## src/sv/ibte_pkg.sv

```systemverilog
// ibte_pkg: types, character codes and constants shared by the time string
// to epoch converter. No dependencies.
package ibte_pkg;

  // input and output transactions
  typedef struct packed {
    logic       first;
    logic [7:0] char_code;
  } ibte_in_t;

  typedef struct packed {
    logic        ok;
    logic [37:0] seconds;
  } ibte_out_t;

  // one parsed string handed from the front to the back
  typedef struct packed {
    logic        ok;
    logic [13:0] year;
    logic [6:0]  month;
    logic [6:0]  day;
    logic [6:0]  hour;
    logic [6:0]  minute;
    logic [6:0]  second;
  } ibte_job_t;

  typedef enum logic [2:0] {
    B_IDLE,
    B_SPLIT,
    B_DAYS,
    B_MUL,
    B_EMIT
  } ibte_back_state_e;

  localparam int unsigned QDEPTH = 2;

  // position counter
  localparam logic [4:0] POS_IDLE  = 5'd16;
  localparam logic [4:0] POS_T     = 5'd8;
  localparam logic [4:0] POS_DELIM = 5'd15;
  localparam logic [4:0] POS_MONTH = 5'd4;
  localparam logic [4:0] POS_DAY   = 5'd6;
  localparam logic [4:0] POS_HOUR  = 5'd9;
  localparam logic [4:0] POS_MIN   = 5'd11;
  localparam logic [4:0] POS_SEC   = 5'd13;

  // character codes
  localparam logic [7:0] CH_NUL   = 8'd0;
  localparam logic [7:0] CH_TAB   = 8'd9;
  localparam logic [7:0] CH_CR    = 8'd13;
  localparam logic [7:0] CH_SPACE = 8'd32;
  localparam logic [7:0] CH_COMMA = 8'd44;
  localparam logic [7:0] CH_ZERO  = 8'd48;
  localparam logic [7:0] CH_NINE  = 8'd57;
  localparam logic [7:0] CH_COLON = 8'd58;
  localparam logic [7:0] CH_T     = 8'd84;

  // range limits
  localparam logic [13:0] EPOCH_YEAR = 14'd1970;
  localparam logic [6:0]  MAX_MONTH  = 7'd12;
  localparam logic [6:0]  MAX_DAY    = 7'd31;
  localparam logic [6:0]  MAX_HOUR   = 7'd23;
  localparam logic [6:0]  MAX_MINUTE = 7'd59;
  localparam logic [6:0]  MAX_SECOND = 7'd61;

  // x / 25 = (x * RECIP25) >> 16, exact for x below 4096
  localparam logic [11:0] RECIP25     = 12'd2622;
  // days from 0000-03-01 to 1970-01-01, plus one for the day-of-month base
  localparam logic [23:0] EPOCH_DAYS1 = 24'd719469;
  localparam logic [16:0] SEC_PER_DAY = 17'd86400;
  localparam logic [11:0] SEC_PER_HR  = 12'd3600;
  localparam logic [5:0]  SEC_PER_MIN = 6'd60;

  // days from march 1 to the first of the shifted month (march = 0)
  function automatic logic [8:0] doy_of(input logic [3:0] mp);
    logic [8:0] r;
    case (mp)
      4'd0:    r = 9'd0;
      4'd1:    r = 9'd31;
      4'd2:    r = 9'd61;
      4'd3:    r = 9'd92;
      4'd4:    r = 9'd122;
      4'd5:    r = 9'd153;
      4'd6:    r = 9'd184;
      4'd7:    r = 9'd214;
      4'd8:    r = 9'd245;
      4'd9:    r = 9'd275;
      4'd10:   r = 9'd306;
      4'd11:   r = 9'd337;
      default: r = 9'd0;
    endcase
    return r;
  endfunction

endpackage

```

## src/sv/iso_basic_time_to_epoch.sv

```systemverilog
// iso_basic_time_to_epoch: top level, parser front, job queue and epoch back.
// Depends on ibte_pkg, ibte_front, ibte_fifo, ibte_back.
//
//   channel  direction  handshake             payload
//   in       sink       in_valid_i/in_stall_o  ibte_in_t  (first, char_code)
//   out      source     out_valid_o/out_stall_i ibte_out_t (ok, seconds)
//
// one character is taken per cycle while the job queue has room.
// each finished string passes the back through the steps pop, split, days,
// multiply and emit, set by its 24x17 day multiplier and adder steps.
// a result waits in the output register while further characters are taken.
// reset idles the parser until a character with first set, empties the queue.
module iso_basic_time_to_epoch import ibte_pkg::*; (
  input  logic      clk_i,
  input  logic      rst_ni,
  input  logic      in_valid_i,
  input  ibte_in_t  in_data_i,
  output logic      in_stall_o,
  output logic      out_valid_o,
  input  logic      out_stall_i,
  output ibte_out_t out_data_o
);

  logic      push, full, pop, empty;
  ibte_job_t job_in, job_out;

  ibte_front u_front (
    .clk_i      (clk_i),
    .rst_ni     (rst_ni),
    .in_valid_i (in_valid_i),
    .in_data_i  (in_data_i),
    .in_stall_o (in_stall_o),
    .full_i     (full),
    .push_o     (push),
    .job_o      (job_in)
  );

  ibte_fifo u_fifo (
    .clk_i   (clk_i),
    .rst_ni  (rst_ni),
    .push_i  (push),
    .data_i  (job_in),
    .full_o  (full),
    .pop_i   (pop),
    .empty_o (empty),
    .data_o  (job_out)
  );

  ibte_back u_back (
    .clk_i       (clk_i),
    .rst_ni      (rst_ni),
    .empty_i     (empty),
    .job_i       (job_out),
    .pop_o       (pop),
    .out_valid_o (out_valid_o),
    .out_stall_i (out_stall_i),
    .out_data_o  (out_data_o)
  );

endmodule

```

## src/sv/ibte_front.sv

```systemverilog
// ibte_front: per-character parser with position counter and decimal
// accumulators; pushes one job per string. Depends on ibte_pkg.
module ibte_front import ibte_pkg::*; (
  input  logic      clk_i,
  input  logic      rst_ni,
  input  logic      in_valid_i,
  input  ibte_in_t  in_data_i,
  output logic      in_stall_o,
  input  logic      full_i,
  output logic      push_o,
  output ibte_job_t job_o
);

  logic [4:0]  pos_q, pos_d, pos_e;
  logic [13:0] year_q, year_d, year_e;
  logic [6:0]  month_q, month_d, month_e;
  logic [6:0]  day_q, day_d, day_e;
  logic [6:0]  hour_q, hour_d, hour_e;
  logic [6:0]  minute_q, minute_d, minute_e;
  logic [6:0]  second_q, second_d, second_e;
  logic        accept;
  logic [7:0]  c;
  logic [3:0]  dig;
  logic        is_digit;
  logic        is_delim;
  logic        in_range;

  function automatic logic [13:0] app14(input logic [13:0] a, input logic [3:0] d);
    return {a[10:0], 3'b000} + {a[12:0], 1'b0} + {10'd0, d};
  endfunction

  function automatic logic [6:0] app7(input logic [6:0] a, input logic [3:0] d);
    return {a[3:0], 3'b000} + {a[5:0], 1'b0} + {3'd0, d};
  endfunction

  assign in_stall_o = full_i;
  assign accept     = in_valid_i && !full_i;
  assign c          = in_data_i.char_code;
  assign dig        = c[3:0];
  assign is_digit   = (c >= CH_ZERO) && (c <= CH_NINE);
  assign is_delim   = (c == CH_NUL) || (c == CH_SPACE) || ((c >= CH_TAB) && (c <= CH_CR)) ||
                      (c == CH_COLON) || (c == CH_COMMA);

  // first restarts the string and clears the fields
  assign pos_e    = in_data_i.first ? 5'd0  : pos_q;
  assign year_e   = in_data_i.first ? 14'd0 : year_q;
  assign month_e  = in_data_i.first ? 7'd0  : month_q;
  assign day_e    = in_data_i.first ? 7'd0  : day_q;
  assign hour_e   = in_data_i.first ? 7'd0  : hour_q;
  assign minute_e = in_data_i.first ? 7'd0  : minute_q;
  assign second_e = in_data_i.first ? 7'd0  : second_q;

  assign in_range = (year_e >= EPOCH_YEAR) && (month_e != 7'd0) && (month_e <= MAX_MONTH) &&
                    (day_e != 7'd0) && (day_e <= MAX_DAY) && (hour_e <= MAX_HOUR) &&
                    (minute_e <= MAX_MINUTE) && (second_e <= MAX_SECOND);

  always_comb begin
    pos_d        = pos_q;
    year_d       = year_q;
    month_d      = month_q;
    day_d        = day_q;
    hour_d       = hour_q;
    minute_d     = minute_q;
    second_d     = second_q;
    push_o       = 1'b0;
    job_o.ok     = 1'b0;
    job_o.year   = year_e;
    job_o.month  = month_e;
    job_o.day    = day_e;
    job_o.hour   = hour_e;
    job_o.minute = minute_e;
    job_o.second = second_e;
    if (accept) begin
      pos_d    = pos_e;
      year_d   = year_e;
      month_d  = month_e;
      day_d    = day_e;
      hour_d   = hour_e;
      minute_d = minute_e;
      second_d = second_e;
      if (!pos_e[4]) begin
        if (pos_e == POS_T) begin
          if (c == CH_T) begin
            pos_d = pos_e + 5'd1;
          end else begin
            push_o = 1'b1;
            pos_d  = POS_IDLE;
          end
        end else if (pos_e == POS_DELIM) begin
          push_o   = 1'b1;
          job_o.ok = is_delim && in_range;
          pos_d    = POS_IDLE;
        end else if (!is_digit) begin
          push_o = 1'b1;
          pos_d  = POS_IDLE;
        end else begin
          pos_d = pos_e + 5'd1;
          if (pos_e < POS_MONTH) begin
            year_d = app14(year_e, dig);
          end else if (pos_e < POS_DAY) begin
            month_d = app7(month_e, dig);
          end else if (pos_e < POS_T) begin
            day_d = app7(day_e, dig);
          end else if (pos_e < POS_MIN) begin
            hour_d = app7(hour_e, dig);
          end else if (pos_e < POS_SEC) begin
            minute_d = app7(minute_e, dig);
          end else begin
            second_d = app7(second_e, dig);
          end
        end
      end
    end
  end

  always_ff @(posedge clk_i or negedge rst_ni) begin
    if (!rst_ni) begin
      pos_q    <= POS_IDLE;
      year_q   <= '0;
      month_q  <= '0;
      day_q    <= '0;
      hour_q   <= '0;
      minute_q <= '0;
      second_q <= '0;
    end else begin
      pos_q    <= pos_d;
      year_q   <= year_d;
      month_q  <= month_d;
      day_q    <= day_d;
      hour_q   <= hour_d;
      minute_q <= minute_d;
      second_q <= second_d;
    end
  end

  // a string ends in exactly one job and leaves the parser idle
  a_push_idles: assert property (@(posedge clk_i) disable iff (!rst_ni)
    push_o |=> pos_q == POS_IDLE)
    else $error("parser not idle after job push");

endmodule

```

## src/sv/ibte_fifo.sv

```systemverilog
// ibte_fifo: short job queue between parser and epoch arithmetic.
// Depends on ibte_pkg.
module ibte_fifo import ibte_pkg::*; (
  input  logic      clk_i,
  input  logic      rst_ni,
  input  logic      push_i,
  input  ibte_job_t data_i,
  output logic      full_o,
  input  logic      pop_i,
  output logic      empty_o,
  output ibte_job_t data_o
);

  localparam int unsigned PW = (QDEPTH > 1) ? $clog2(QDEPTH) : 1;
  localparam int unsigned CW = $clog2(QDEPTH + 1);

  ibte_job_t         mem_q [QDEPTH];
  logic [PW-1:0]     wr_q, wr_d, rd_q, rd_d;
  logic [CW-1:0]     cnt_q, cnt_d;

  function automatic logic [PW-1:0] bump(input logic [PW-1:0] p);
    return (p == PW'(QDEPTH - 1)) ? '0 : p + PW'(1);
  endfunction

  assign full_o  = (cnt_q == CW'(QDEPTH));
  assign empty_o = (cnt_q == '0);
  assign data_o  = mem_q[rd_q];

  always_comb begin
    wr_d  = push_i ? bump(wr_q) : wr_q;
    rd_d  = pop_i  ? bump(rd_q) : rd_q;
    cnt_d = cnt_q + CW'(push_i) - CW'(pop_i);
  end

  always_ff @(posedge clk_i) begin
    if (push_i) begin
      mem_q[wr_q] <= data_i;
    end
  end

  always_ff @(posedge clk_i or negedge rst_ni) begin
    if (!rst_ni) begin
      wr_q  <= '0;
      rd_q  <= '0;
      cnt_q <= '0;
    end else begin
      wr_q  <= wr_d;
      rd_q  <= rd_d;
      cnt_q <= cnt_d;
    end
  end

  a_no_overflow: assert property (@(posedge clk_i) disable iff (!rst_ni)
    !(push_i && full_o) && !(pop_i && empty_o))
    else $error("job queue overflow or underflow");

endmodule

```

## src/sv/ibte_back.sv

```systemverilog
// ibte_back: epoch arithmetic sequencer, one job in five steps, with the
// output register. Depends on ibte_pkg.
module ibte_back import ibte_pkg::*; (
  input  logic      clk_i,
  input  logic      rst_ni,
  input  logic      empty_i,
  input  ibte_job_t job_i,
  output logic      pop_o,
  output logic      out_valid_o,
  input  logic      out_stall_i,
  output ibte_out_t out_data_o
);

  ibte_back_state_e state_q, state_d;
  ibte_job_t        job_q;
  logic [13:0]      ya;
  logic [3:0]       mp;
  logic [23:0]      p100, p400;
  logic [13:0]      ya_q;
  logic [8:0]       doy_q;
  logic [7:0]       q100_q, q400_q;
  logic [21:0]      y365_q;
  logic [18:0]      hsec_q;
  logic [12:0]      msec_q;
  logic [23:0]      days_q;
  logic [19:0]      hms_q;
  logic [40:0]      prod_q;
  logic             load_out;
  logic             out_vld_q;
  ibte_out_t        out_q;

  // march-based year and month
  assign ya   = (job_q.month <= 7'd2) ? job_q.year - 14'd1 : job_q.year;
  assign mp   = (job_q.month > 7'd2) ? 4'(job_q.month - 7'd3) : 4'(job_q.month + 7'd9);
  assign p100 = {2'b00, ya[13:4], 2'b00} == '0 ? '0 : 24'(ya[13:2]) * 24'(RECIP25);
  assign p400 = 24'(ya[13:4]) * 24'(RECIP25);

  always_comb begin
    state_d = state_q;
    case (state_q)
      B_IDLE:  if (!empty_i) state_d = B_SPLIT;
      B_SPLIT: state_d = B_DAYS;
      B_DAYS:  state_d = B_MUL;
      B_MUL:   state_d = B_EMIT;
      B_EMIT:  if (!out_vld_q || !out_stall_i) state_d = B_IDLE;
      default: state_d = B_IDLE;
    endcase
  end

  always_comb begin
    pop_o    = 1'b0;
    load_out = 1'b0;
    case (state_q)
      B_IDLE:  pop_o    = !empty_i;
      B_EMIT:  load_out = !out_vld_q || !out_stall_i;
      default: begin
        pop_o    = 1'b0;
        load_out = 1'b0;
      end
    endcase
  end

  always_ff @(posedge clk_i) begin
    if (pop_o) begin
      job_q <= job_i;
    end
    if (state_q == B_SPLIT) begin
      ya_q   <= ya;
      doy_q  <= doy_of(mp);
      q100_q <= p100[23:16];
      q400_q <= p400[23:16];
      y365_q <= 22'(ya) * 22'd365;
      hsec_q <= 19'(job_q.hour) * 19'(SEC_PER_HR);
      msec_q <= 13'(job_q.minute) * 13'(SEC_PER_MIN);
    end
    if (state_q == B_DAYS) begin
      days_q <= 24'(y365_q) + 24'(ya_q[13:2]) + 24'(q400_q) + 24'(doy_q) + 24'(job_q.day)
                - 24'(q100_q) - EPOCH_DAYS1;
      hms_q  <= 20'(hsec_q) + 20'(msec_q) + 20'(job_q.second);
    end
    if (state_q == B_MUL) begin
      prod_q <= 41'(days_q) * 41'(SEC_PER_DAY);
    end
    if (load_out) begin
      out_q.ok      <= job_q.ok;
      out_q.seconds <= job_q.ok ? prod_q[37:0] + 38'(hms_q) : '0;
    end
  end

  always_ff @(posedge clk_i or negedge rst_ni) begin
    if (!rst_ni) begin
      state_q   <= B_IDLE;
      out_vld_q <= 1'b0;
    end else begin
      state_q <= state_d;
      if (load_out) begin
        out_vld_q <= 1'b1;
      end else if (!out_stall_i) begin
        out_vld_q <= 1'b0;
      end
    end
  end

  assign out_valid_o = out_vld_q;
  assign out_data_o  = out_q;

  a_err_zero: assert property (@(posedge clk_i) disable iff (!rst_ni)
    out_vld_q && !out_q.ok |-> out_q.seconds == '0)
    else $error("error result carries nonzero seconds");

  a_pop_starts_job: assert property (@(posedge clk_i) disable iff (!rst_ni)
    pop_o |=> state_q == B_SPLIT)
    else $error("job popped but sequencer did not start");

  a_emit_loads: assert property (@(posedge clk_i) disable iff (!rst_ni)
    state_q == B_EMIT && !out_stall_i |=> out_vld_q && state_q == B_IDLE)
    else $error("result not loaded from emit step");

endmodule
```

## config.mk

```make
export PLATFORM = sky130hd
export DESIGN_NAME = iso_basic_time_to_epoch
export DESIGN_NICKNAME = d
export VERILOG_FILES = /design/src/sv/ibte_pkg.sv /design/src/sv/iso_basic_time_to_epoch.sv /design/src/sv/ibte_front.sv /design/src/sv/ibte_fifo.sv /design/src/sv/ibte_back.sv
export SDC_FILE = /design/constraint.sdc
export NUM_CORES = 1
export LEC_CHECK = 0
export ABC_AREA = 1
export BUFFER_PORTS_ARGS = -buffer_cell sky130_fd_sc_hd__buf_2
export CORE_UTILIZATION = 35
export CTS_CLUSTER_SIZE = 14
export DETAILED_ROUTE_END_ITERATION = 16
export PLACE_DENSITY_LB_ADDON = 0.2
export SYNTH_ARGS = -nofsm -noshare
export SYNTH_HDL_FRONTEND = slang
export SYNTH_SLANG_ARGS = --single-unit
```

## constraint.sdc

```tcl
create_clock -name clk_i -period 13.05 [get_ports clk_i]
set_clock_uncertainty 0.2 [all_clocks]
set_input_delay 0 -clock clk_i [delete_from_list [all_inputs] [get_ports clk_i]]
set_output_delay 0 -clock clk_i [all_outputs]
set_load 0.02 [all_outputs]
```

== Word level (Yosys, flattened, before mapping) ==
Memory sizes are Yosys's and may differ from the RTL's. A register that Yosys moved wholly into a read port is not among the register bits.
Cells that the tools add are included.

* Memory bits (writable): 100
* Word-level logic and storage cells: 197
* Bits in latches: 0
* Input bits: 13
* Flip-flop bits (word level): 252
* Memories kept: 2
* ROM bits: 144
* Output and inout port bits: 41

{| class="wikitable"
|+ Memories
! memory !! words !! bits a word !! rd ports !! clocked after Yosys merged registers in !! wr ports !! RTL line !! text
|-
| (name not given) || 16 || 9 || 1 || 1 || 0 || ibte_pkg.sv:77 || <nowiki>case (mp)</nowiki>
|-
| u_fifo.mem_q || 2 || 50 || 1 || 1 || 1 || ibte_fifo.sv:17 || <nowiki>ibte_job_t mem_q [QDEPTH];</nowiki>
|}

* Equal/unequal tests: 14
* $add $sub $neg: 29
* Magnitude comparators: 17
* Mux-type cells: 79
* Reduce and logical (&&, ||, !) cells: 27
* Multiply operators: 6
* Div/mod/pow operators: 0
* Shift operators: 0
* Bitwise gates (word level): 0

{| class="wikitable"
|+ Operators with widths
! operator !! count
|-
| 7-bit 2-to-1 mux || 44
|-
| 14-bit 2-to-1 mux || 7
|-
| 38-bit by 20-bit adder with 38-bit output || 1
|-
| 7-bit by 4-bit adder with 7-bit output || 5
|-
| 7-bit adder || 5
|-
| 24-bit by 10-bit multiplier with 31-bit output, second input constant || 1
|-
| 5-bit 2-to-1 mux || 6
|-
| 24-bit by 6-bit adder with 24-bit output || 1
|-
| 24-bit by 7-bit adder with 24-bit output || 1
|-
| 24-bit by 9-bit adder with 24-bit output || 1
|-
| 8-bit by 6-bit == test with 1-bit output, second input constant || 3
|-
| 24-bit by 20-bit subtractor with 24-bit output, second input constant || 1
|-
| 24-bit by 8-bit subtractor with 24-bit output || 1
|-
| 22-bit by 12-bit adder with 23-bit output || 1
|-
| 12-bit by 11-bit multiplier with 23-bit output, second input constant || 1
|-
| 14-bit by 9-bit multiplier with 22-bit output, second input constant || 1
|-
| 10-bit by 11-bit multiplier with 21-bit output, second input constant || 1
|-
| 19-bit by 13-bit adder with 20-bit output || 1
|-
| 20-bit by 7-bit adder with 20-bit output || 1
|-
| 1-bit 2-to-1 mux || 18
|-
| 5-bit by 4-bit < comparator with 1-bit output, second input constant || 3
|-
| 7-bit by 8-bit multiplier with 15-bit output, second input constant || 1
|-
| 3-bit one-hot mux with 5 select lines || 1
|-
| 14-bit adder || 1
|-
| 39 further kinds || 65
|}

== Longest topological paths before layout ==
Gate-level depths: netlist of the first run.

* Depth in word-level cells: 14
* Gate-level depth with buffers: 32
* Mapped depth without buffers: 32

== Cells and area by module ==
Synthesis of the first run repeated with hierarchy kept, for this count alone.

* Cells, all modules: 3842
* Area total of the unflattened synthesis: 35153.7 sq um

{| class="wikitable"
|+ By module, submodules not included
! module !! area an instance (sq um) !! cells an instance !! instances !! seq. area each (sq um)
|-
| ibte_back || 25366.8 || 2704 || 1 || 7517.2
|-
| ibte_front || 5684.2 || 852 || 1 || 1352.5
|-
| ibte_fifo || 4102.7 || 286 || 1 || 3103.0
|}

== Worst setup path before layout of the first run ==
No wires, ideal clock.

* Path type: register -> register
* Start: register, netlist name u_back.job_q[31]
* End: register u_back.q100_q[4] (data pin)
* Period minus slack after synthesis: 6.485 ns
* Arrival: 6.033 ns
* Data required time: 12.598 ns
* Path slack: 6.565 ns
* Cell stages (with the launch flop): 29
* Path buffers: 1
* Cells stage by stage: edfxtp_1 nor3_2 nand3_2 inv_4 buf_6 nand2_1 nor2_1 nand2_1 a21oi_1 inv_1 ha_1 ha_1 inv_1 fa_1 inv_1 fa_1 inv_1 fa_1 inv_1 ha_1 a21oi_1 o21ai_0 a21oi_1 nor2_1 nor2_1 o21ai_0 or2_2 nand3_1 inv_1

* Longest elaborated chain between the ends: 3
* Elaborated cells between the ends (all ways): 4
* Those cells by class: mul: 1; order compare: 1; mux: 1; reduce/logical: 1

{| class="wikitable"
|+ RTL lines
! element !! RTL line !! text
|-
| 7-bit by 2-bit less-or-equal comparator with 1-bit output * || ibte_back.sv:33 || <nowiki>assign ya = (job_q.month <= 7'd2) ? job_q.year - 14'd1 : job_q.year;</nowiki>
|-
| 14-bit 2-to-1 mux * || ibte_back.sv:33 ||
|-
| 12-bit by 11-bit multiplier with 23-bit output or 10-bit logical NOT (tied branches) || ibte_back.sv:35 || <nowiki>assign p100 = {2'b00, ya[13:4], 2'b00} == '0 ? '0 : 24'(ya[13:2]) * 24'(RECIP25);</nowiki>
|-
| end signal: assignment || ibte_back.sv:70 || <nowiki>q100_q <= p100[23:16];</nowiki>
|-
| end: declaration || ibte_back.sv:21 || <nowiki>logic [7:0] q100_q, q400_q;</nowiki>
|}

Every way passes the cells marked *; elsewhere a longest branch is shown, timed or not.
A chain may end at the register's enable or synchronous reset.

== Worst setup path in the final report of the first run ==
* Start: register, netlist name u_back.job_q[29]
* End: register u_back.q100_q[4] (data pin)

* Longest elaborated chain between the ends: 3
* Elaborated cells between the ends (all ways): 4
* Those cells by class: mul: 1; order compare: 1; mux: 1; reduce/logical: 1

{| class="wikitable"
|+ RTL lines
! element !! RTL line !! text
|-
| 7-bit by 2-bit less-or-equal comparator with 1-bit output * || ibte_back.sv:33 ||
|-
| 14-bit 2-to-1 mux * || ibte_back.sv:33 ||
|-
| net u_back.ya[6] || ibte_back.sv:16 || <nowiki>logic [13:0] ya;</nowiki>
|-
| 12-bit by 11-bit multiplier with 23-bit output or 10-bit logical NOT (tied branches) || ibte_back.sv:35 ||
|}

The timed path passes the listed nets; every way through them passes the cells marked *.

==> impl_metrics.tcl, run 1 <==
set metrics [dict create \
    clk_path_buf_depth 3 \
    fp.dieH_um 312 \
    n_antenna_cell 0 \
    min_period_ps 6990 \
    cts-buffers-inserted 46 \
    fill_cells 9532 \
    antenna_found_initial 0 \
    ys_warn_count 0 \
    cp.required_ps 13200 \
    final_common_cell "inv_1" \
    clk_latency_ps 610 \
    cp-start-kind "flip-flop" \
    grt.total_usage_pct 15.0 \
    slowest_delay_ps 540 \
    synth_cells 3510 \
    synthArstFlopShare_pct 15.2 \
    ys_types 65 \
    hold_violations 0 \
    crit_type "reg -> reg" \
    cts.sinks 409 \
    syn2layout_area_growth_pct 10.6 \
    ant_nets 0 \
    vias 22800 \
    slew_viol_final 0 \
    initialDrtViolationCount 1073 \
    firstDrtPassIters 5 \
    setup_violations 0 \
    drc 0 \
    fin_crit_sh_pct 53.6 \
    core_um2 95200 \
    die_x_um 312 \
    max_clock_freq_mhz 143 \
    path_max_fanout 16 \
    grt_start_max_net_pins 70 \
    worstPathArrival_ps 7150 \
    cp_num_buf_inv 8 \
    status "completed" \
    maxSlewHeadroom_pct 26.8 \
    dpl.hpwl_mm 55.8 \
    io-pin-count 54 \
    tritoncts "yes" \
    synth-seq-area-share_pct 35.6 \
    placementRows 113 \
    cp_common_cell "inv_1" \
    ys_ff_latch 409 \
    worstMarginPinSlew_ps 1090 \
    die_area_um2 97400 \
    port_buffers 53 \
    ys.flop_type "edfxtp_1" \
    slowest_stage "fa_1" \
    final_layout_size_suffix_gt1_share_pct 6.67 \
    clk_pin_slew_worst_paths_ps 60 \
    initial_core_util_pct 35.4 \
    tns_ps 0 \
    syn_area_um2 33600 \
    via_per_inst 4.64 \
    hold_ws_ps 53.0 \
    ctsRootBufferMaster "clkbuf_16" \
    hold_path_class "in -> reg" \
    synth.avg_cell_area_um2 9.59 \
    wl_per_cell_um 14.4 \
    wirelength_mm 70.8 \
    rsz0062_at_grt "no" \
    cap_violations 0 \
    endpoint_kind "flip-flop" \
    routabilityCongestion 0.841 \
    overflow 0 \
    synth-edff-count 347 \
    grt_pass1_wl_mm 120 \
    crit_family "adder cells" \
    cts_htree_levels 2 \
    first_global_vias 23300 \
    final_cell_mix "647 x inv_1, 585 x nand2_1, 477 x ha_1, 347 x edfxtp_1, 214 x nor2_1" \
    synth_fp_nets 4209 \
    fin_nets 4302 \
    postCtsSetupBuffers 0 \
]
[cell families (layout without fill, tap and decap cells)]
group                    after synthesis  in the layout  synth area share (%)
AND/OR/NAND/NOR                     1043           1043                  13.2
buffers and inverters                707            838                  7.98
adder cells (fa/ha/maj)              686            686                  30.2
AO/OA/AOI/OAI                        484            484                  8.35
flip-flops                           409            409                  35.6
XOR/XNOR                             181            181                  4.73
[cells in the mapped netlist (all sizes together) (5+ instances only)]
master | instances | area, um^2
inv | 666 | 2510
nand2 | 600 | 2290
ha | 477 | 5970
edfxtp | 347 | 10400
nor2 | 238 | 963
a21oi | 209 | 1060
fa | 209 | 4180
o21ai | 149 | 795
xor2 | 123 | 1080
nand3 | 119 | 626
dfrtp | 61 | 1530
xnor2 | 58 | 508
nor3 | 35 | 206
clkbuf | 27 | 101
nand4 | 27 | 181
a21o | 16 | 120
o21bai | 15 | 128
o211ai | 14 | 105
o22ai | 14 | 87.6
a31oi | 12 | 75.1
buf | 11 | 62.6
o21a | 11 | 82.6
or2 | 11 | 68.8
a211oi | 8 | 60.1
nor4 | 7 | 43.8
o221ai | 6 | 52.6
a21boi | 5 | 37.5
o2111ai | 5 | 43.8
o311ai | 5 | 43.8
[worst paths after layout]
path                       slack [ps]             endpoint  depth (start not counted)              from
max                              6060     u_back.q100_q[4]                         29  u_back.job_q[29]
min                                50   u_back.out_valid_o                          4       out_stall_i
max reg2reg                      6060     u_back.q100_q[4]                         29  u_back.job_q[29]
min reg2reg                       220      u_back.hms_q[0]                          0   u_back.job_q[0]
max in group asynchronous       11550          u_fifo.rd_q                          4            rst_ni
min in group asynchronous         480  u_front.minute_q[1]                          4            rst_ni
[registers in the layout (all words and copies together) (netlist names), 8 cells and up]
register           cells
u_back.days_q         24
u_back.doy_q           9
u_back.hms_q          20
u_back.hsec_q         15
u_back.job_q          50
u_back.msec_q         11
u_back.out_data_o     39
u_back.prod_q         31
u_back.q100_q          8
u_back.y365_q         22
u_back.ya_q           12
u_fifo.mem_q         100
u_front.year_q        14
[tightest hold or removal path: stages]
cell and delay [ps]:
dlygate4sd3_1 530, buf_2 100, nand2_1 100, nand2_1 80
[timing repair]
action | 4_1_cts | 5_1_grt
setup endpoints to repair | 0 | 0
gates resized for setup | 0 | 0
endpoints found under the hold margin | 138 | 0
hold buffers | 14 | 0
[per-layer routing]
| layer | vias to the layer above | routed length [um] | share of wire (%) | track usage, % |
|---|---|---|---|---|
| met5 | - | 0 | 0 | 0 |
| met2 | 217 | 31900 | 45 | 24.7 |
| met3 | 64 | 2020 | 2.8 | 1.92 |
| met1 | 10700 | 35800 | 50 | 21.2 |
| met4 | 0 | 1140 | 1.6 | 3.22 |
| li1 | 11800 | - | - | - |
[cell type report]
cell class | count | area [um^2] | area share [%]
Clock buffer | 64 | 1310 | 3.52
Clock inverter | 22 | 279 | 0.750
Inverter | 669 | 2520 | 6.77
Multi-Input combinational cell | 2394 | 19000 | 51.1
Sequential cell | 409 | 12000 | 32.2
Tap cell | 1265 | 1580 | 4.25
Timing Repair Buffer | 83 | 526 | 1.41
[stage by stage]
stage	instances	util, %	instance area (um^2)	setup WS (ps)
floorplan	3510	-	33600	6560
global placement	4806	37.3	35500	6170
detailed placement	4806	37.3	35500	6060
CTS	4906	39.1	37200	6040
global route	4906	39.1	37200	5550
finish	4906	39.1	37200	6060
Power of run 1 is left out: the tool's default activity adds up to more than one toggle a clock period on the data nets, which glitch-free logic cannot reach.
==> run 2, diff against run 1 <==
--- a/config.mk
+++ b/config.mk
@@ -5,7 +5,7 @@
 export SDC_FILE = /design/constraint.sdc
 export NUM_CORES = 1
 export LEC_CHECK = 0
-export ABC_AREA = 1
+export ABC_AREA = 0
 export BUFFER_PORTS_ARGS = -buffer_cell sky130_fd_sc_hd__buf_2
 export CORE_UTILIZATION = 35
 export CTS_CLUSTER_SIZE = 14
==> constraint.sdc (replaced) <==
create_clock -name clk_i -period 6.76 [get_ports clk_i]
set_clock_uncertainty 0.2 [all_clocks]
set_input_delay 0 -clock clk_i [delete_from_list [all_inputs] [get_ports clk_i]]
set_output_delay 0 -clock clk_i [all_outputs]
set_load 0.02 [all_outputs]
==> impl_metrics.tcl, run 2 <==
set metrics [dict create \
    vias 20100 \
    overflow 0 \
    r2r_cells 26 \
    synth_top_family_by_area "adder cells" \
    largest_reg_flops 100 \
    tritoncts "yes" \
    die_area_um2 92400 \
    slowest_delay_ps 550 \
    synth-seq-area-share_pct 37.5 \
    maxSlewHeadroom_pct 28.7 \
    synth_common_cells "477 x ha_1, 429 x inv_1, 347 x edfxtp_1, 209 x fa_1, 152 x xnor2_1" \
    synth.avg_cell_area_um2 11.5 \
    crit_type "reg -> reg" \
    fin_crit_sh_pct 99.2 \
    cp.required_ps 6860 \
    io-pin-count 54 \
    reg2reg_from "u_back.job_q[34]" \
    min_to "u_front.pos_q[4]" \
    synth.most_common_cell "ha_1" \
    initial_core_util_pct 35.4 \
    synthAdderAreaFrac_pct 31.8 \
    placementRows 110 \
    ctsRootBufferMaster "clkbuf_16" \
    routabilityCongestion 0.831 \
    port_buffers 53 \
    cp_num_buf_inv 4 \
    min_period_ps 6710 \
    first_global_vias 21000 \
    cp-start-kind "flip-flop" \
    setup_violations 0 \
    worstMarginPinSlew_ps 1070 \
    drc 0 \
    clk_path_buf_depth 3 \
    synth_mux_area_share_pct 1.76 \
    hp-start "in_data_i[4]" \
    fin_nets 3669 \
    ys_warn_count 0 \
    fill_cells 8483 \
    slowest_stage "fa_1" \
    dpl.hpwl_mm 52.2 \
    hold_path_class "in -> reg" \
    grt_start_max_net_pins 67 \
    synth_compound_area_share_pct 9.15 \
    cts_htree_levels 2 \
    crit_family "adder cells" \
    synth_fp_nets 3480 \
    seqCellArea_um2 12000 \
    n_antenna_cell 0 \
    syn2layout_area_growth_pct 14.5 \
    status "completed" \
    synth_top_area_share_pct 32.6 \
    synth.largest_area_cell "edfxtp_1" \
    cts.sinks 409 \
    synthSimpleGateAreaFrac_pct 8.33 \
    rsz0062_at_grt "yes" \
    r2r-end "u_back.q100_q[7]" \
    final_cell_mix "466 x ha_1, 422 x inv_1, 347 x edfxtp_1, 205 x fa_1, 142 x xnor2_1" \
    grt_pass1_wl_mm 109 \
    cap_violations 0 \
    fp.dieH_um 304 \
    die_x_um 304 \
    wirelength_mm 66.4 \
    final_util_pct 40.5 \
    cts-buffers-inserted 49 \
    final_common_cell "ha_1" \
    ys_types 75 \
    via_per_inst 4.80 \
    synth_xor_area_share_pct 5.89 \
    path_max_fanout 3 \
    whs_path_depth 6 \
    multi_input_area_um2 18600 \
    slew_viol_final 0 \
    ys_top_cells_by_area "edfxtp_1 33%, ha_1 19%, fa_1 13%, inv_1 5.0%, dfrtp_1 4.8%" \
    synth-edff-count 347 \
    firstDrtPassIters 6 \
    r2r_setup_slack_ps 50 \
    initialDrtViolationCount 751 \
    wl_per_cell_um 15.9 \
    grt.total_usage_pct 14.4 \
    synth_cells 2781 \
    syn_area_um2 31900 \
    hold_violations 0 \
    clk_latency_ps 590 \
    clk_pin_slew_worst_paths_ps 60 \
    worstPathArrival_ps 6810 \
    ant_nets 0 \
    max_clock_freq_mhz 149 \
    synthArstFlopShare_pct 15.2 \
    top_register "u_fifo.mem_q" \
    ys_ff_latch 409 \
    core_um2 90100 \
    ys.flop_type "edfxtp_1" \
    final_layout_size_suffix_gt1_share_pct 12.8 \
    endpoint_kind "flip-flop" \
    antenna_found_initial 1 \
]
==> run 2: worst max path at each step <==
| stage | startpoint | endpoint | slack, ps | cells past startpoint |
|---|---|---|---|---|
| floorplan | u_back.job_q[31] | u_back.q100_q[4] | -20 | 28 |
| global placement | u_back.job_q[42] | u_back.q400_q[5] | -80 | 22 |
| detailed placement | u_back.job_q[32] | u_back.q100_q[7] | -300 | 27 |
| CTS | u_back.job_q[31] | u_back.q100_q[7] | 10 | 26 |
| global route | u_back.job_q[30] | u_back.q100_q[7] | -220 | 26 |
| finish | u_back.job_q[34] | u_back.q100_q[7] | 50 | 26 |
==> run 2: area by class of cell <==
class	instances	share of cell area, %
inverter	431	4.43
sequential	409	32.8
tap	1176	4.03
multi-input combinational	1901	50.9
clock buffer	56	3.54
clock inverter	36	0.866
timing repair buffer	178	3.43
==> run 2: logic make-up (layout without fill, tap and decap cells) <==
family                   count (synthesis)  after routing
adder cells (fa/ha/maj)                686            686
AND/OR/NAND/NOR                        517            517
buffers and inverters                  471            701
AO/OA/AOI/OAI                          436            436
flip-flops                             409            409
XOR/XNOR                               212            212
multiplexers                            50             50
==> run 2: worst reg2reg max path, delay by kind of cell (launching register included) <==
family / cells / cell delay [ps]
AOI/OAI and AO/OA: 5 / 1210
xor gates and xnor gates: 3 / 580
DFF: 1 / 380
adders and majority gates: 6 / 2460
and+or+nand+nor: 8 / 1210
buffers and inverters: 4 / 410
==> run 2: metrics by stage <==
step / setup TNS, ps / area [um^2] / worst slack (ps) / hold slack [ps] / std cells
2_1_floorplan: -29.5 / 32000 / -17.9 / -496 / 2781
3_3_place_gp: -322 / 34300 / -84.3 / 48.2 / 4064
3_5_place_dp: -1480 / 34300 / -300 / 45.7 / 4064
4_1_cts: 0 / 36100 / 12.2 / 47.4 / 4175
5_1_grt: -1080 / 36600 / -224 / 128 / 4187
6_report: 0 / 36600 / 50.8 / 108 / 4187
==> run 2: per-layer routing <==
metal,global-route usage [%],vias to the layer above,part of all wire [%]
li1,-,10000,-
met1,19.3,9758,48
met2,24.4,200,47
met3,1.57,91,2.2
met4,4.06,0,2.6
met5,0,-,0
==> run 2: timing repair <==
item,in CTS,in global routing
gates cloned,0,0
pin swaps,4,52
buffers inserted,5,12
endpoints found under the setup margin,9,13
hold buffers,14,0
gates resized for setup,11,58
endpoints found under the hold margin,115,0
Power of run 2 is left out for the same reason.
==> run 3, diff against run 2 <==
--- a/config.mk
+++ b/config.mk
@@ -7,6 +7,7 @@
 export LEC_CHECK = 0
 export ABC_AREA = 0
 export BUFFER_PORTS_ARGS = -buffer_cell sky130_fd_sc_hd__buf_2
+export CORE_ASPECT_RATIO = 1.2
 export CORE_UTILIZATION = 35
 export CTS_CLUSTER_SIZE = 14
 export DETAILED_ROUTE_END_ITERATION = 16
==> constraint.sdc (replaced) <==
create_clock -name clk_i -period 5.8 [get_ports clk_i]
set_clock_uncertainty 0.2 [all_clocks]
set_input_delay 0 -clock clk_i [delete_from_list [all_inputs] [get_ports clk_i]]
set_output_delay 0 -clock clk_i [all_outputs]
set_load 0.02 [all_outputs]
==> impl_metrics.tcl, run 3 (same netlist as run 2, synthesis figures left out) <==
set metrics [dict create \
    ant_nets 0 \
    finalWorstSetupSlack_ps -685 \
    worstMarginPinSlew_ps 1080 \
    wl_per_cell_um 15.9 \
    dpl.hpwl_mm 54.3 \
    syn2layout_area_growth_pct 18.8 \
    clk_latency_ps 600 \
    clk_path_buf_depth 3 \
    die_x_um 278 \
    setup_violations 24 \
    final_layout_size_suffix_gt1_share_pct 18.1 \
    max_clock_freq_mhz 154 \
    initialDrtViolationCount 648 \
    clk_pin_slew_worst_paths_ps 60 \
    endpoint_kind "flip-flop" \
    seqCellArea_um2 12000 \
    path_max_fanout 5 \
    core_um2 89800 \
    routabilityCongestion 0.849 \
    crit_family "adder cells" \
    hold_ws_ps 112 \
    placementRows 120 \
    cp-start-kind "flip-flop" \
    grt_start_max_net_pins 67 \
    io-pin-count 54 \
    ctsRootBufferMaster "clkbuf_16" \
    crit_type "reg -> reg" \
    cts-buffers-inserted 45 \
    largest_reg_flops 100 \
    slowest_delay_ps 510 \
    multi_input_area_um2 19100 \
    post-place-ws_ps -871 \
    hold_path_class "in -> reg" \
    r2r_setup_slack_ps -680 \
    first_global_vias 22000 \
    slew_viol_final 0 \
    cts.sinks 409 \
    fill_cells 8469 \
    grt_pass1_wl_mm 112 \
    violations "setup timing" \
    hold_violations 0 \
    top_register "u_fifo.mem_q" \
    cp.required_ps 5910 \
    grt.total_usage_pct 15.0 \
    cap_violations 0 \
    fin_nets 3793 \
    overflow 0 \
    via_per_inst 4.84 \
    tritoncts "yes" \
    maxSlewHeadroom_pct 28.0 \
    antenna_found_initial 2 \
    wirelength_mm 68.4 \
    rsz0062_at_grt "yes" \
    vias 20700 \
    drc 0 \
    fin_crit_sh_pct 112 \
    die_area_um2 92400 \
    n_antenna_cell 0 \
    slowest_stage "fa_1" \
    cts_htree_levels 2 \
    final_cell_mix "454 x ha_1, 418 x inv_1, 347 x edfxtp_1, 223 x buf_4, 207 x fa_1" \
    firstDrtPassIters 5 \
    status "finished, violations left" \
    port_buffers 53 \
    final_common_cell "ha_1" \
    cp_num_buf_inv 8 \
    initial_core_util_pct 35.5 \
    worstPathArrival_ps 6600 \
    fp.dieH_um 333 \
    min_period_ps 6480 \
]
==> run 3: cell count changes in the layout (fill, tap and decap cells not counted), moves of 6 or more <==
cell	previous run	this run
buf_4	107	223
a21oi_2	4	14
ha_1	466	454
inv_6	6	0
buf_6	4	13
ha_4	8	17
a21oi_1	123	111
==> run 3: worst paths after layout <==
path	startpoint	to	cells past startpoint
setup / recovery	u_back.job_q[32]	u_back.q400_q[5]	27
hold / removal	out_stall_i	u_back.out_valid_o	4
setup reg to reg	u_back.job_q[32]	u_back.q400_q[5]	27
hold reg to reg	u_back.job_q[0]	u_back.hms_q[0]	0
max in group asynchronous	rst_ni	u_fifo.rd_q	4
min in group asynchronous	rst_ni	u_front.year_q[12]	4
==> run 3: stage by stage <==
step / util, % / cells / cell area [um^2] / setup TNS (ps)
final: 42.2 / 4287 / 37900 / -9090
after CTS: 41.8 / 4276 / 37500 / -10410
after global routing: 42.2 / 4287 / 37900 / -15290
after global placement: 39.3 / 4154 / 35300 / -12640
after floorplan: - / 2781 / 32200 / -5760
after detailed placement: 39.3 / 4154 / 35300 / -14130
==> run 3: routing by layer <==
layer | vias to the layer above | GRT usage, % | part of all wire [%]
met5 | - | 0 | 0
met4 | 0 | 3.21 | 1.7
met3 | 74 | 1.65 | 2.3
met2 | 196 | 28.2 | 52
met1 | 10200 | 18.3 | 44
li1 | 10300 | - | -
==> run 3: cell type report <==
type	instances	area share [%]
clock buffer	52	3.04
tap	1159	3.83
sequential	409	31.6
inverter	431	4.29
clock inverter	29	0.980
multi-input combinational	1901	50.3
timing repair buffer	306	6.02
==> run 3: tightest hold or removal path, cell delays in order <==
cell and delay, ps:
dlygate4sd3_1 520, buf_2 190, nand2_1 90, nand2_1 60
==> run 3: timing repair <==
item                                    in CTS  in global routing
buffers inserted                            28                 16
hold buffers                                14                  0
pin swaps                                   42                 44
gates resized for setup                     70                 62
endpoints found under the setup margin      27                 28
hold endpoints to repair                   133                  0
Power of run 3 is left out for the same reason.
